**config.mk**
```make
export PLATFORM = sky130hd
export DESIGN_NAME = up_down_hms_timer_flat
export DESIGN_NICKNAME = d
export VERILOG_FILES = /design/src/rtl/udht_pkg.sv /design/src/rtl/udht_if.sv /design/src/rtl/up_down_hms_timer.sv /design/src/flat_wrapper.sv
export SDC_FILE = /design/constraint.sdc
export NUM_CORES = 1
export LEC_CHECK = 0
export ABC_CLOCK_PERIOD_IN_PS = 11100
export BUFFER_PORTS_ARGS = -buffer_cell sky130_fd_sc_hd__buf_2
export CAP_MARGIN = 15
export CORE_MARGIN = 10
export CORE_UTILIZATION = 55
export DETAILED_ROUTE_END_ITERATION = 16
export GPL_ROUTABILITY_DRIVEN = 1
export GPL_TIMING_DRIVEN = 0
export PLACE_DENSITY_LB_ADDON = 0.1
export SLEW_MARGIN = 20
export SYNTH_ARGS = -nofsm -noshare
export SYNTH_HDL_FRONTEND = slang
export SYNTH_SLANG_ARGS = --single-unit
```
**constraint.sdc**
```tcl
create_clock -name i_clk -period 11.1 [get_ports i_clk]
set_input_delay 0.555 -clock i_clk [delete_from_list [all_inputs] [get_ports i_clk]]
set_output_delay 0.555 -clock i_clk [all_outputs]
set_load 0.02 [all_outputs]
```
**src/rtl/udht_pkg.sv**
```systemverilog
`default_nettype none

package udht_pkg;

    // Command codes carried by each input transaction.
    localparam logic [1:0] CMD_UP      = 2'd0;
    localparam logic [1:0] CMD_DOWN    = 2'd1;
    localparam logic [1:0] CMD_LOAD    = 2'd2;
    localparam logic [1:0] CMD_INVALID = 2'd3;

    // Digit selector codes.
    localparam logic [2:0] SEL_HOUR     = 3'd1;
    localparam logic [2:0] SEL_MIN_TENS = 3'd2;
    localparam logic [2:0] SEL_MIN_ONES = 3'd3;
    localparam logic [2:0] SEL_SEC_TENS = 3'd4;
    localparam logic [2:0] SEL_SEC_ONES = 3'd5;

    // Highest hour that a tick up may reach before the time wraps to zero.
    localparam logic [4:0] MAX_HOUR_UP = 5'd1;

    localparam logic [5:0] LAST_UNIT = 6'd59;

    // Load split: hours by threshold compare, minutes by reciprocal multiply.
    localparam int HOUR_SECS      = 3600;
    localparam int LOAD_MAX_HOURS = 18;
    // floor(rest * MIN_RECIP / 2^MIN_SHIFT) equals rest / 60 for all rest < 3600.
    localparam int MIN_RECIP = 4370;
    localparam int MIN_SHIFT = 18;

    typedef struct packed {
        logic [1:0]  command;
        logic [15:0] load_seconds;
        logic [2:0]  digit_select;
    } t_in_item;

    typedef struct packed {
        logic        wrap_flag;
        logic [4:0]  hours_now;
        logic [5:0]  minutes_now;
        logic [5:0]  seconds_now;
        logic [4:0]  selected_digit;
        logic [17:0] time_decimal;
    } t_out_item;

    // Tens digit of a value below 64: (x * 13) >> 7 is exact over that range.
    function automatic logic [3:0] tens_of(input logic [5:0] x);
        logic [10:0] prod;
        prod = 11'(x) * 11'd13;
        return prod[10:7];
    endfunction

    // Ones digit of a value below 64.
    function automatic logic [3:0] ones_of(input logic [5:0] x);
        logic [3:0] t;
        logic [6:0] t10;
        t   = tens_of(x);
        t10 = {t, 3'b000} + 7'({t, 1'b0});
        return 4'(7'(x) - t10);
    endfunction

endpackage

`default_nettype wire

```
**src/rtl/udht_if.sv**
```systemverilog
`default_nettype none

// Input channel: valid/ready handshake with one command per transaction.
interface udht_in_if;
    import udht_pkg::*;

    logic     valid;
    logic     ready;
    t_in_item data;

    modport source (output valid, output data, input ready);
    modport sink   (input valid, input data, output ready);
endinterface

// Result channel: valid/ready handshake with one time report per transaction.
interface udht_out_if;
    import udht_pkg::*;

    logic      valid;
    logic      ready;
    t_out_item data;

    modport source (output valid, output data, input ready);
    modport sink   (input valid, input data, output ready);
endinterface

`default_nettype wire

```
**src/rtl/up_down_hms_timer.sv**
```systemverilog
// Channel   Direction  Transaction carries
// i_req     in         command, load_seconds, digit_select
// o_rsp     out        wrap_flag, hours/minutes/seconds, selected_digit, time_decimal
//
// One transaction per cycle is accepted unless the stages are full and stalled; each
// result is offered once its command has passed the input register, two load-split
// stages, counter update and output register. Only the counter update stage writes the time.
// Reset clears all stage valid bits and sets the time to 0:00:00.
// Each stage holds while the stage after it is full and stalled, so bubbles are
// squeezed out and input keeps flowing while a result waits at the output, until all stages fill.

`default_nettype none

module up_down_hms_timer (
    input  wire logic i_clk,
    input  wire logic i_rst_n,
    udht_in_if.sink   i_req,
    udht_out_if.source o_rsp
);
    import udht_pkg::*;

    // Stage valid bits and advance enables.
    logic r_s0_valid, r_s1_valid, r_s2_valid, r_s3_valid, r_out_valid;
    logic adv0, adv1, adv2, adv3, adv4;

    // Stage payloads.
    t_in_item   r_s0;
    logic [1:0]  r_s1_cmd, r_s2_cmd;
    logic [2:0]  r_s1_sel, r_s2_sel, r_s3_sel;
    logic [4:0]  r_s1_hour, r_s2_hour;
    logic [11:0] r_s1_rest, r_s2_rest;
    logic [5:0]  r_s2_min;
    logic        r_s3_flag;
    t_out_item   r_out;

    // Counter state; it doubles as the time payload of stage three.
    logic [4:0] r_hour, n_hour;
    logic [5:0] r_min, n_min;
    logic [5:0] r_sec, n_sec;
    logic       n_flag;

    logic [4:0]  n_ld_hour;
    logic [15:0] ld_base;
    logic [11:0] n_ld_rest;
    logic [23:0] min_prod;
    logic [5:0]  n_ld_min;
    logic [11:0] min_secs;
    logic [5:0]  ld_sec;
    logic [4:0]  n_digit;
    logic [17:0] n_decimal;

    // Ready chain: a stage takes a new transaction when empty or when it moves on.
    assign adv4        = !r_out_valid || o_rsp.ready;
    assign adv3        = !r_s3_valid || adv4;
    assign adv2        = !r_s2_valid || adv3;
    assign adv1        = !r_s1_valid || adv2;
    assign adv0        = !r_s0_valid || adv1;
    assign i_req.ready = adv0;

    always_ff @(posedge i_clk) begin
        if (!i_rst_n) begin
            r_s0_valid  <= 1'b0;
            r_s1_valid  <= 1'b0;
            r_s2_valid  <= 1'b0;
            r_s3_valid  <= 1'b0;
            r_out_valid <= 1'b0;
        end else begin
            if (adv0) r_s0_valid  <= i_req.valid;
            if (adv1) r_s1_valid  <= r_s0_valid;
            if (adv2) r_s2_valid  <= r_s1_valid;
            if (adv3) r_s3_valid  <= r_s2_valid;
            if (adv4) r_out_valid <= r_s3_valid;
        end
    end

    // Input register.
    always_ff @(posedge i_clk) begin
        if (adv0) begin
            r_s0 <= i_req.data;
        end
    end

    // Load split, hours: count the whole hours below the seconds count.
    always_comb begin
        n_ld_hour = '0;
        ld_base   = '0;
        for (int k = 1; k <= LOAD_MAX_HOURS; k++) begin
            if (r_s0.load_seconds >= 16'(k * HOUR_SECS)) begin
                n_ld_hour = 5'(k);
                ld_base   = 16'(k * HOUR_SECS);
            end
        end
        n_ld_rest = 12'(r_s0.load_seconds - ld_base);
    end

    always_ff @(posedge i_clk) begin
        if (adv1) begin
            r_s1_cmd  <= r_s0.command;
            r_s1_sel  <= r_s0.digit_select;
            r_s1_hour <= n_ld_hour;
            r_s1_rest <= n_ld_rest;
        end
    end

    // Load split, minutes: reciprocal multiply of the remainder.
    assign min_prod = 24'(r_s1_rest) * 24'(MIN_RECIP);
    assign n_ld_min = 6'(min_prod >> MIN_SHIFT);

    always_ff @(posedge i_clk) begin
        if (adv2) begin
            r_s2_cmd  <= r_s1_cmd;
            r_s2_sel  <= r_s1_sel;
            r_s2_hour <= r_s1_hour;
            r_s2_rest <= r_s1_rest;
            r_s2_min  <= n_ld_min;
        end
    end

    // Load split, seconds: remainder minus minutes times sixty.
    assign min_secs = {r_s2_min, 6'b000000} - 12'({r_s2_min, 2'b00});
    assign ld_sec   = 6'(r_s2_rest - min_secs);

    // Counter update: tick up, tick down, load or invalid command.
    always_comb begin
        n_hour = r_hour;
        n_min  = r_min;
        n_sec  = r_sec;
        n_flag = 1'b0;
        unique case (r_s2_cmd)
            CMD_UP: begin
                if (r_sec < LAST_UNIT) begin
                    n_sec = r_sec + 6'd1;
                end else if (r_min < LAST_UNIT) begin
                    n_sec = '0;
                    n_min = r_min + 6'd1;
                end else if (r_hour < MAX_HOUR_UP) begin
                    n_sec  = '0;
                    n_min  = '0;
                    n_hour = r_hour + 5'd1;
                end else begin
                    n_sec  = '0;
                    n_min  = '0;
                    n_hour = '0;
                    n_flag = 1'b1;
                end
            end
            CMD_DOWN: begin
                if (r_sec != '0) begin
                    n_sec = r_sec - 6'd1;
                end else if (r_min != '0) begin
                    n_sec = LAST_UNIT;
                    n_min = r_min - 6'd1;
                end else if (r_hour != '0) begin
                    n_sec  = LAST_UNIT;
                    n_min  = LAST_UNIT;
                    n_hour = r_hour - 5'd1;
                end else begin
                    n_flag = 1'b1;
                end
            end
            CMD_LOAD: begin
                n_hour = r_s2_hour;
                n_min  = r_s2_min;
                n_sec  = ld_sec;
            end
            CMD_INVALID: begin
                n_flag = 1'b1;
            end
            default: begin
                n_flag = 1'b1;
            end
        endcase
    end

    always_ff @(posedge i_clk) begin
        if (!i_rst_n) begin
            r_hour <= '0;
            r_min  <= '0;
            r_sec  <= '0;
        end else if (adv3 && r_s2_valid) begin
            r_hour <= n_hour;
            r_min  <= n_min;
            r_sec  <= n_sec;
        end
    end

    always_ff @(posedge i_clk) begin
        if (adv3) begin
            r_s3_flag <= n_flag;
            r_s3_sel  <= r_s2_sel;
        end
    end

    // Display digit and packed decimal from the updated time.
    always_comb begin
        case (r_s3_sel)
            SEL_HOUR:     n_digit = r_hour;
            SEL_MIN_TENS: n_digit = 5'(tens_of(r_min));
            SEL_MIN_ONES: n_digit = 5'(ones_of(r_min));
            SEL_SEC_TENS: n_digit = 5'(tens_of(r_sec));
            SEL_SEC_ONES: n_digit = 5'(ones_of(r_sec));
            default:      n_digit = '0;
        endcase
    end

    assign n_decimal = 18'(r_hour) * 18'd10000 + 18'(r_min) * 18'd100 + 18'(r_sec);

    // Output register.
    always_ff @(posedge i_clk) begin
        if (adv4) begin
            r_out.wrap_flag      <= r_s3_flag;
            r_out.hours_now      <= r_hour;
            r_out.minutes_now    <= r_min;
            r_out.seconds_now    <= r_sec;
            r_out.selected_digit <= n_digit;
            r_out.time_decimal   <= n_decimal;
        end
    end

    assign o_rsp.valid = r_out_valid;
    assign o_rsp.data  = r_out;

    // No result is offered in the cycle after reset.
    a_reset_empty: assert property (@(posedge i_clk)
        !i_rst_n |=> !o_rsp.valid)
        else $error("result valid right after reset");

    // Minutes and seconds never leave their range.
    a_units_range: assert property (@(posedge i_clk) disable iff (!i_rst_n)
        (r_min <= LAST_UNIT) && (r_sec <= LAST_UNIT))
        else $error("minute or second counter out of range");

    // A tick down at zero keeps the time at zero and raises the flag.
    a_underflow: assert property (@(posedge i_clk) disable iff (!i_rst_n)
        (adv3 && r_s2_valid && r_s2_cmd == CMD_DOWN && r_hour == '0 && r_min == '0
         && r_sec == '0)
        |=> (r_hour == '0 && r_min == '0 && r_sec == '0 && r_s3_flag))
        else $error("underflow did not hold zero");

    // An invalid command leaves the time unchanged.
    a_invalid_hold: assert property (@(posedge i_clk) disable iff (!i_rst_n)
        (adv3 && r_s2_valid && r_s2_cmd == CMD_INVALID)
        |=> ($stable(r_hour) && $stable(r_min) && $stable(r_sec) && r_s3_flag))
        else $error("invalid command changed the time");

endmodule

`default_nettype wire
```
**src/flat_wrapper.sv**
```systemverilog
// flat-port wrapper written by rule: the top's interface ports become plain ports
module up_down_hms_timer_flat import udht_pkg::*;
  (i_clk, i_rst_n, i_req_valid, i_req_data, i_req_ready, o_rsp_valid, o_rsp_data, o_rsp_ready);
  udht_in_if i_req_i ();
  udht_out_if o_rsp_i ();
  input  wire logic i_clk;
  input  wire logic i_rst_n;
  input wire logic [$bits(i_req_i.valid)-1:0] i_req_valid;
  input wire logic [$bits(i_req_i.data)-1:0] i_req_data;
  output wire logic [$bits(i_req_i.ready)-1:0] i_req_ready;
  output wire logic [$bits(o_rsp_i.valid)-1:0] o_rsp_valid;
  output wire logic [$bits(o_rsp_i.data)-1:0] o_rsp_data;
  input wire logic [$bits(o_rsp_i.ready)-1:0] o_rsp_ready;
  assign i_req_i.valid = i_req_valid;
  assign i_req_i.data = i_req_data;
  assign i_req_ready = i_req_i.ready;
  assign o_rsp_valid = o_rsp_i.valid;
  assign o_rsp_data = o_rsp_i.data;
  assign o_rsp_i.ready = o_rsp_ready;
  up_down_hms_timer u_core (.i_clk(i_clk), .i_rst_n(i_rst_n), .i_req(i_req_i), .o_rsp(o_rsp_i));
endmodule
```
After elaboration in Yosys (flattened, before gate mapping)
Cells that the tools add are included.
{"block": "totals", "wordCells": 165, "input_bits": 25, "regBits": 132}
{"block": "classes", "n_reduce_logical": 20, "addsub": 15, "n_eq_ne": 15, "order_cmp": 21, "muxes": 60, "n_mul": 5}
{"operator": "2-to-1 mux 12 bit", "count": 18}
{"operator": ">= comparator 16 bit (second input constant)", "count": 9}
{"operator": ">= comparator 16 x 15 -> 1 bit (second input constant)", "count": 5}
{"operator": "2-to-1 mux 6 bit", "count": 8}
{"operator": "one-hot mux 6 bit (3 select lines)", "count": 2}
{"operator": ">= comparator 16 x 14 -> 1 bit (second input constant)", "count": 2}
{"operator": "2-to-1 mux 4 bit", "count": 8}
{"operator": "2-to-1 mux 5 bit", "count": 6}
{"operator": "one-hot mux 5 bit (5 select lines)", "count": 1}
{"operator": "multiplier 12 x 12 -> 23 bit (second input constant)", "count": 1}
{"operator": "multiplier 6 x 4 -> 10 bit (second input constant)", "count": 2}
{"operator": "adder 18 x 13 -> 18 bit", "count": 1}
{"operator": "adder 18 x 6 -> 18 bit", "count": 1}
{"operator": ">= comparator 16 x 12 -> 1 bit (second input constant)", "count": 1}
{"operator": ">= comparator 16 x 13 -> 1 bit (second input constant)", "count": 1}
{"operator": "one-hot mux 5 bit (3 select lines)", "count": 1}
{"operator": "multiplier 5 x 10 -> 14 bit (second input constant)", "count": 1}
{"operator": "adder 6 x 1 -> 6 bit (second input constant)", "count": 2}
{"operator": "less-than comparator 6 bit (second input constant)", "count": 2}
{"operator": "2-to-1 mux 3 bit", "count": 4}
{"operator": "nonzero test 6 bit", "count": 2}
{"operator": "subtractor 12 bit", "count": 1}
{"operator": "subtractor 6 x 1 -> 6 bit (second input constant)", "count": 2}
{"operator": "multiplier 6 x 5 -> 11 bit (second input constant)", "count": 1}
{"operator": "other kinds (29)", "count": 54}

Longest topological paths before layout
Gate-level depths: netlist of the first run.
{"block": "logic_depth", "ltp_word": 20, "ltp_mapped": 21, "depth_no_buf": 20}

Worst setup path after synthesis of the first run
OpenSTA, ideal clock, no wires.
{"block": "synth_path", "path_type": "reg-to-reg", "start": "register u_core.r_min[2]", "end": "register u_core.r_out, in the netlist u_core.o_rsp.data[16], data pin", "path_buffers": 0, "t_arrival_ns": 3.957, "t_required_ns": 10.838, "path_slack_ns": 6.881, "path_stages_with_launch": 18, "cell_sequence": "dfxtp_1 inv_1 ha_1 ha_1 ha_1 ha_1 a21o_1 a21oi_1 o21bai_1 a21oi_1 xor2_1 ha_1 ha_1 and3_1 a311oi_1 a21oi_1 nand3_1 xnor2_1"}
{"block": "synth_between", "elab_chain_len": 3}
{"element": "start, declared", "line": "up_down_hms_timer.sv:38", "text": "logic [5:0] r_min, n_min;"}
{"element": "start signal, assigned", "line": "up_down_hms_timer.sv:182", "text": "r_min <= n_min;"}
{"element": "multiplier 6 x 5 -> 11 bit", "line": "up_down_hms_timer.sv:206", "text": "assign n_decimal = 18'(r_hour) * 18'd10000 + 18'(r_min) * 18'd100 + 18'(r_sec);"}
{"element": "adder 18 x 13 -> 18 bit", "line": "up_down_hms_timer.sv:206"}
{"element": "adder 18 x 6 -> 18 bit", "line": "up_down_hms_timer.sv:206"}
{"element": "net u_core.n_decimal[16]", "line": "up_down_hms_timer.sv:50", "text": "logic [17:0] n_decimal;"}
{"element": "end, declared", "line": "up_down_hms_timer.sv:34", "text": "t_out_item r_out;"}
The timed path passes the listed nets, and every way through them passes these cells.
A chain may end at the register's enable or synchronous reset.

Worst setup path in the final report of the first run
Ends and elaborated chain as after synthesis.

==> key figures, run 1 <==
Pwr
  – Clock power share: between 30 and 40%
  – Power Density: roughly 150 nW/µm²
  – Switching Share: between 30% and 40%
  – Pwr Total: 1.73 mW
  – Switching component of the power: 558 µW
  – Flop pwr share: roughly 36%
  – Comb power frac: a little under a third
  – Lkg Pwr: roughly 5.5 nW
  – P_int: roughly 1.2 mW
  – Worst vdd ir: roughly 0.12 mV

Route
  – DRT iter0 DRCs: 280
  – Vias per Instance: roughly 5.7
  – Final WL: around 21 mm
  – Final routed DRC violation total: 0
  – DRT Pass-1 Iters: 5
  – Vias: around 7400
  – Post-DRT Antenna Nets: 0
  – Drt wl/cell: approximately 16 µm

Cells and area
  – Layout cell share with drive strength beyond 1: between 10% and 20%
  – Layout area overhead: 12.4%
  – Final net count: around 1300
  – Fillers: 1518
  – Ant diodes: 0

Placement
  – Placer Congestion: between 0.9 and 1
  – PortBufs: 67
  – Detailed Place HPWL: between 15 and 20 mm

STA
  – Worst-Margin Slew: 0.849 ns
  – Unrepaired setup endpoints after global routing: no
  – Post-layout min period: 4.74 ns
  – Setup violators final: 0
  – Hold Vio Cnt, Final: 0
  – Max-slew violations: 0
  – Slew Limit Headroom: between 40 and 50%
  – Fmax: around 210 MHz
  – Period utilization: 42.7%
  – Sum Neg Setup Slack: 0 ns
  – Clock Skews: ~0.0074 ns

Floorplan
  – Core box area: ~18000 µm²
  – Die area: between 20000 and 25000 µm²
  – FP Rows: 49
  – Die Span X: 156 µm
  – Height of the die: approximately 160 µm
  – Ports: 68
  – Starting Density: a little under three fifths

Logic synthesis
  – Syn_nets: roughly 1200
  – Avg Inst Size Synth: approximately 10 µm²
  – Mapped Cells: between 900 and 1000
  – Sequential area share after synthesis: 36.3%
  – Unique masters post-synth: between 70 and 80
  – Commonest cells in the netlist: ha_1, inv_1, edfxtp_1
  – Number of flops mapped to enable cells by yosys: approximately 110
  – Post-synth top area share: a little under a third
  – Area leader, netlist: edfxtp_1
  – Synthesized area: 10200 µm²
  – Ys Warns: 0
  – Most common cell in the netlist: ha_1
  – Post-synthesis register bit count: 130
  – Synth area leaders: edfxtp_1, ha_1, dfxtp_1, fa_1, xnor2_1
  – Most used DFF post-synth: edfxtp_1
  – Ys async rst share: 0%

Critical path
  – WP data arrival: between 4 and 5 ns
  – Critical-path maximum fanout: 8
  – Critical Path RT: between 10 and 15 ns
  – Crit path launch type: flop
  – Setup CP Type: flop to flop
  – Worst Setup End Kind: flop

Run status
  – Outcome: finished, final reports clean

Clocking
  – Clk Latency, worst-skew pair: between 0.4 and 0.5 ns
  – Clk buf depth: 2
  – Worst-path clk slew: 0.06 ns
  – H-Tree Depth: 4
  – CTS Hold Buffers Added: 0
  – Clock sink total: 130
  – CTS tree: done
  – Root buf cell: clkbuf_16
  – Num CTS Buffers: 17
  – Setup bufs post-CTS: 0
  – CTS-repair resized insts: 0

Min path
  – Hold WC Path Type: input pin to flop

GRT
  – First-pass GRT wire length: 35.6 mm
  – Total GRT Usage: 18.0%
  – Initial antenna violation count: 0
  – Remaining global-route overflow: 0
  – Largest net degree at the start of global routing: 32
  – Vias in the first global route: 7408

Flow run
  – Max cap viols: 0
## sequential cells by signal, indices dropped and copies added (netlist names), 2 cells and up
name               flops
u_core.r_s2_min        6
u_core.r_s2_rest       6
u_core.r_sec           6
u_core.r_s2_cmd        2
u_core.r_s2_sel        3
u_core.r_min           6
u_core.r_s2_hour       5
u_core.r_s3_sel        3
u_core.r_s1_rest      12
u_core.r_hour          5
u_core.o_rsp.data     39
u_core.r_s1_hour       5
u_core.r_s1_sel        3
u_core.r_s0           21
u_core.r_s1_cmd        2
## metrics by stage
stage | hold slack, ns | instances | cell area (µm²) | util (%) | worst slack (ns)
2_1_floorplan | 0.400 | 982 | 10200 | - | 6.88
4_1_cts | 0.295 | 1311 | 11400 | 63.1 | 6.31
5_1_grt | 0.293 | 1311 | 11400 | 63.1 | 6.06
3_3_place_gp | 0.402 | 1278 | 10800 | 59.6 | 6.37
3_5_place_dp | 0.405 | 1279 | 10800 | 59.7 | 6.33
6_report | 0.307 | 1311 | 11400 | 63.1 | 6.36
## per-layer routing
layer	part of all wire, %	track usage (%)	up-vias
met5	0	0	-
met4	2.3	6.83	0
met3	4.0	2.89	35
met2	51	32.4	181
met1	43	21.1	3515
li1	-	-	3711
## path summary, 6_finish.rpt
path | start | end | slack, ns | depth (start not counted)
worst max-delay path | u_core.r_min[2]$_SDFFE_PN0P_ | u_core.o_rsp.data[16]$_DFFE_PP_ | 6.36 | 17
worst min-delay path | i_req_data[12] | u_core.r_s0[12]$_DFFE_PP_ | 0.31 | 1
worst max register to register | u_core.r_min[2]$_SDFFE_PN0P_ | u_core.o_rsp.data[16]$_DFFE_PP_ | 6.36 | 17
worst min register to register | u_core.r_s0[5]$_DFFE_PP_ | u_core.r_s1_rest[2]$_DFFE_PP_ | 0.42 | 0
## cells by family (layout without fill, tap and decap cells)
family                   count (synthesis)  after routing  synth area share [%]
adder cells (fa/ha/maj)                210            210                  27.5
flip-flops                             130            130                  36.3
XOR/XNOR                                69             69                  5.95
buffers and inverters                  141            241                  5.48
AO/OA/AOI/OAI                          229            229                  15.2
AND/OR/NAND/NOR                        201            201                  9.47
multiplexers                             2              2                 0.197
## worst max-delay path: stages (launching register included)
cell      delay [ns]
dfxtp_1         0.52
inv_1           0.24
ha_1            0.37
ha_1            0.31
ha_1            0.32
ha_1            0.30
a21o_1          0.16
a21oi_1         0.22
o21bai_1        0.10
a21oi_1         0.18
xor2_1          0.17
ha_1            0.25
ha_1            0.37
and3_1          0.21
a311oi_1        0.40
a21oi_1         0.17
nand3_1         0.13
xnor2_1         0.07
## area by class of cell
class	instances	area [µm²]	share of cell area [%]
sequential	130	3680	32.3
tap	229	287	2.51
clock buffer	19	475	4.17
timing repair buffer	68	355	3.11
buffer	28	133	1.16
inverter	113	424	3.72
clock inverter	13	135	1.18
multi-input combinational	711	5920	51.9
## power by group through the flow
| stage | sequential, mW | clock, mW | combinational (mW) |
|---|---|---|---|
| after floorplan | 0.623 | 0 | 0.408 |
| after global placement | 0.629 | 0 | 0.536 |
| after detailed placement | 0.629 | 0 | 0.544 |
| after CTS | 0.619 | 0.584 | 0.552 |
| after global routing | 0.623 | 0.603 | 0.634 |
| final | 0.619 | 0.571 | 0.540 |
## cell usage in the layout (no fill, tap or decap), drive strengths merged, types with 7 or more instances in the layout
cell	count
nand2	48
xor2	19
a21o	15
fa	22
o21ai	50
nor2	68
and3	7
ha	188
nand3	13
dfxtp	22
buf	73
o21a	11
a21oi	64
inv	121
nor3	17
nand2b	8
a211oi	17
edfxtp	108
clkbuf	42
xnor2	50
Note: power is estimated with default switching activity, not from simulation.
==> run 2: changes to the inputs <==
Settings changed: ABC_CLOCK_PERIOD_IN_PS 11100 to 3950.
Clock period 11.1 ns to 3.95 ns, I/O delays scaled along.
==> run 2 against run 1 <==
The flow now finishes with violations (setup timing). Critical path depth increased by 2. Die area did not move. Final cell count up 3.4%. Combinational power increased to 2.9 times the previous value. Count of clock-buffer cells in the layout shrank 1. Via count grew 2.8%. Sequential power rose to 2.8 times the previous value. Power rose to 2.8 times the previous value. Critical endpoint is now u_core.o_rsp.data[15]$_DFFE_PP_. Largest power group unchanged.
==> key figures, run 2 (synthesis results as in run 1) <==
Critical path
  – Critical Path RT: 4.12 ns (-7.15 ns)
  – Slowest stage delay, CP: 0.39 ns (-0.13 ns)
  – Worst Setup End Kind: flop
  – Critical-path maximum fanout: 4 (-4)
  – Critical Path Most Common Cell: ha_4
  – WP data arrival: 4.23 ns (-0.68 ns)
  – Setup CP Type: flop to flop
  – Slowest-stage cell, CP: dfxtp_4
  – Crit path launch type: flop
  – Cells along the critical path: clkinvlp_4 > ha_4 > ha_4 > ha_4 > inv_2 > fa_2 > inv_2 > a21oi_2 > o21bai_1 > buf_4 > xor2_1 > ha_1 > ha_4 > or3_1 > o211a_1 > and3_4 > buf_4 > nor2_4 > xnor2_1

Cells and area
  – Final net count: 1349 (+3.5%)
  – Fin cells: 1356 (+3.4%)
  – Max reg flops: 39 (unchanged)
  – Most common cell after layout, fill and taps aside: ha_1
  – Layout area overhead: 19.8%
  – Ant diodes: 0 (unchanged)
  – Most frequent cells in the layout: ha_1, edfxtp_1, inv_1
  – Layout cell share with drive strength beyond 1: 18.4% (+6.8 points)

STA
  – Hold Vio Cnt, Final: 0 (unchanged)
  – Clock Skews: 0.0127 ns (+0.00530 ns)
  – Max-slew violations: 0 (unchanged)
  – Fmax: 246 MHz (+17%)
  – Worst hold slack: 0.0618 ns (-0.245 ns)
  – Worst-Margin Slew: 0.907 ns (+0.0577 ns)
  – Slew Limit Headroom: 39.4% (-3.9 points)
  – Setup ws final: -0.113 ns (-6.47 ns)
  – Post-layout min period: 4.06 ns (-0.677 ns)
  – Setup violators final: 4 (+4)
  – Unrepaired setup endpoints after global routing: yes
  – Period utilization: 103% (+60 points)

Run status
  – Failing checks: setup timing
  – Outcome: finished with violations

GRT
  – Vias in the first global route: 7792 (+5.2%)
  – Total GRT Usage: 19.3% (+1.3 points)
  – First-pass GRT wire length: 38.1 mm (+7.0%)
  – Initial antenna violation count: 0 (unchanged)
  – Largest net degree at the start of global routing: 33 (+3.1%)
  – Remaining global-route overflow: 0 (unchanged)

Route
  – Post-DRT Antenna Nets: 0 (unchanged)
  – Final routed DRC violation total: 0 (unchanged)
  – Final WL: 23.1 mm (+7.8%)
  – Drt wl/cell: 17.0 µm (+4.2%)
  – DRT iter0 DRCs: 328 (+17%)
  – DRT Pass-1 Iters: 5 (unchanged)
  – Vias: 7649 (+2.8%)
  – Vias per Instance: 5.64 (-0.63%)

Placement
  – PortBufs: 67 (unchanged)
  – Placer Congestion: 0.908 (-1.7%)
  – Detailed Place HPWL: 16.9 mm (-1.1%)
  – Setup WS pre-CTS: -0.642 ns (-6.97 ns)
  – Placed cells: 1279 (unchanged)

Floorplan
  – FP Rows: 49 (unchanged)
  – Core box area: 18100 µm² (unchanged)
  – Die area: 24300 µm² (unchanged)
  – Height of the die: 156 µm (unchanged)
  – Starting Density: 56.2% (unchanged)
  – Die Span X: 156 µm (unchanged)
  – Ports: 68 (unchanged)

Clocking
  – Clk buf depth: 2 (unchanged)
  – Clk Latency, worst-skew pair: 0.43 ns (about the same)
  – Worst-path clk slew: 0.07 ns (about the same)
  – CTS tree: done
  – Clock sink total: 130 (unchanged)
  – Num CTS Buffers: 17 (unchanged)
  – H-Tree Depth: 4 (unchanged)
  – Root buf cell: clkbuf_16

Pwr
  – Worst vdd ir: 0.380 mV (+220%)
  – Lkg Pwr: 5.71 nW (+3.9%)
  – Power Density: 402 nW/µm² (+170%)
  – Pwr Total: 4.89 mW (+180%)

Min path
  – Hold WC Path Type: input pin to flop

Flow run
  – Max cap viols: 0 (unchanged)
run 2: final timing paths:
path | startpoint | end | slack (ns) | cells past startpoint
hold / removal | i_rst_n | u_core.r_min[5]$_SDFFE_PN0P_ | 0.06 | 3
setup reg to reg | u_core.r_min[1]$_SDFFE_PN0P_ | u_core.o_rsp.data[15]$_DFFE_PP_ | -0.11 | 19
hold reg to reg | u_core.r_s3_flag$_DFFE_PN_ | u_core.o_rsp.data[40]$_DFFE_PP_ | 0.42 | 0
setup / recovery | u_core.r_min[1]$_SDFFE_PN0P_ | u_core.o_rsp.data[15]$_DFFE_PP_ | -0.11 | 19
run 2: critical path: cells and delay by family, from the launching register on:
kind	cells	cell delay (ns)
adder cells (fa/ha/maj)	6	1.64
AND/OR/NAND/NOR	3	0.56
buffers and inverters	5	0.51
AO/OA/AOI/OAI	3	0.48
flip-flops	1	0.39
XOR/XNOR	2	0.21
run 2: cell type report:
| cell class | instances | area (µm²) |
|---|---|---|
| multi-input cells | 711 | 6240 |
| fillers | 1375 | 5920 |
| flip-flops and latches | 130 | 3710 |
| repair buffers | 113 | 752 |
| clock buffers | 18 | 450 |
| inverters | 113 | 438 |
| well taps | 229 | 287 |
| plain buffers | 28 | 146 |
| clock inverters | 14 | 141 |
run 2: what timing repair did:
item                                    in CTS  in global routing
hold endpoints to repair                    22                  0
endpoints found under the setup margin       9                 10
buffers inserted                            14                  9
pin swaps                                   22                 35
gates resized for setup                     38                 31
hold buffers                                22                  0
gates cloned                                 0                  0
run 2: power by group:
group | internal, mW | switching (mW) | total (mW)
sequential | 1.64 | 0.0942 | 1.74
combinational | 0.718 | 0.860 | 1.58
clock | 0.921 | 0.653 | 1.57
run 2: per-layer routing:
layer  global-route usage [%]  part of all wire, %  vias up  wire length (µm)
met4                     7.15                  2.6        0               590
met5                        0                    0        -                 0
met1                     22.5                   42     3630              9710
met2                     34.4                   51      173             11800
met3                     3.69                  4.1       42               942
li1                         -                    -     3804                 -
run 2: per-stage QoR:
step	instance area, µm²	setup TNS [ns]	utilization (%)
2_1_floorplan	10200	0	-
3_5_place_dp	10800	-2.67	59.9
3_3_place_gp	10800	-2.32	59.8
5_1_grt	12200	-0.938	67.3
6_report	12200	-0.269	67.3
4_1_cts	12000	-0.0177	66.2
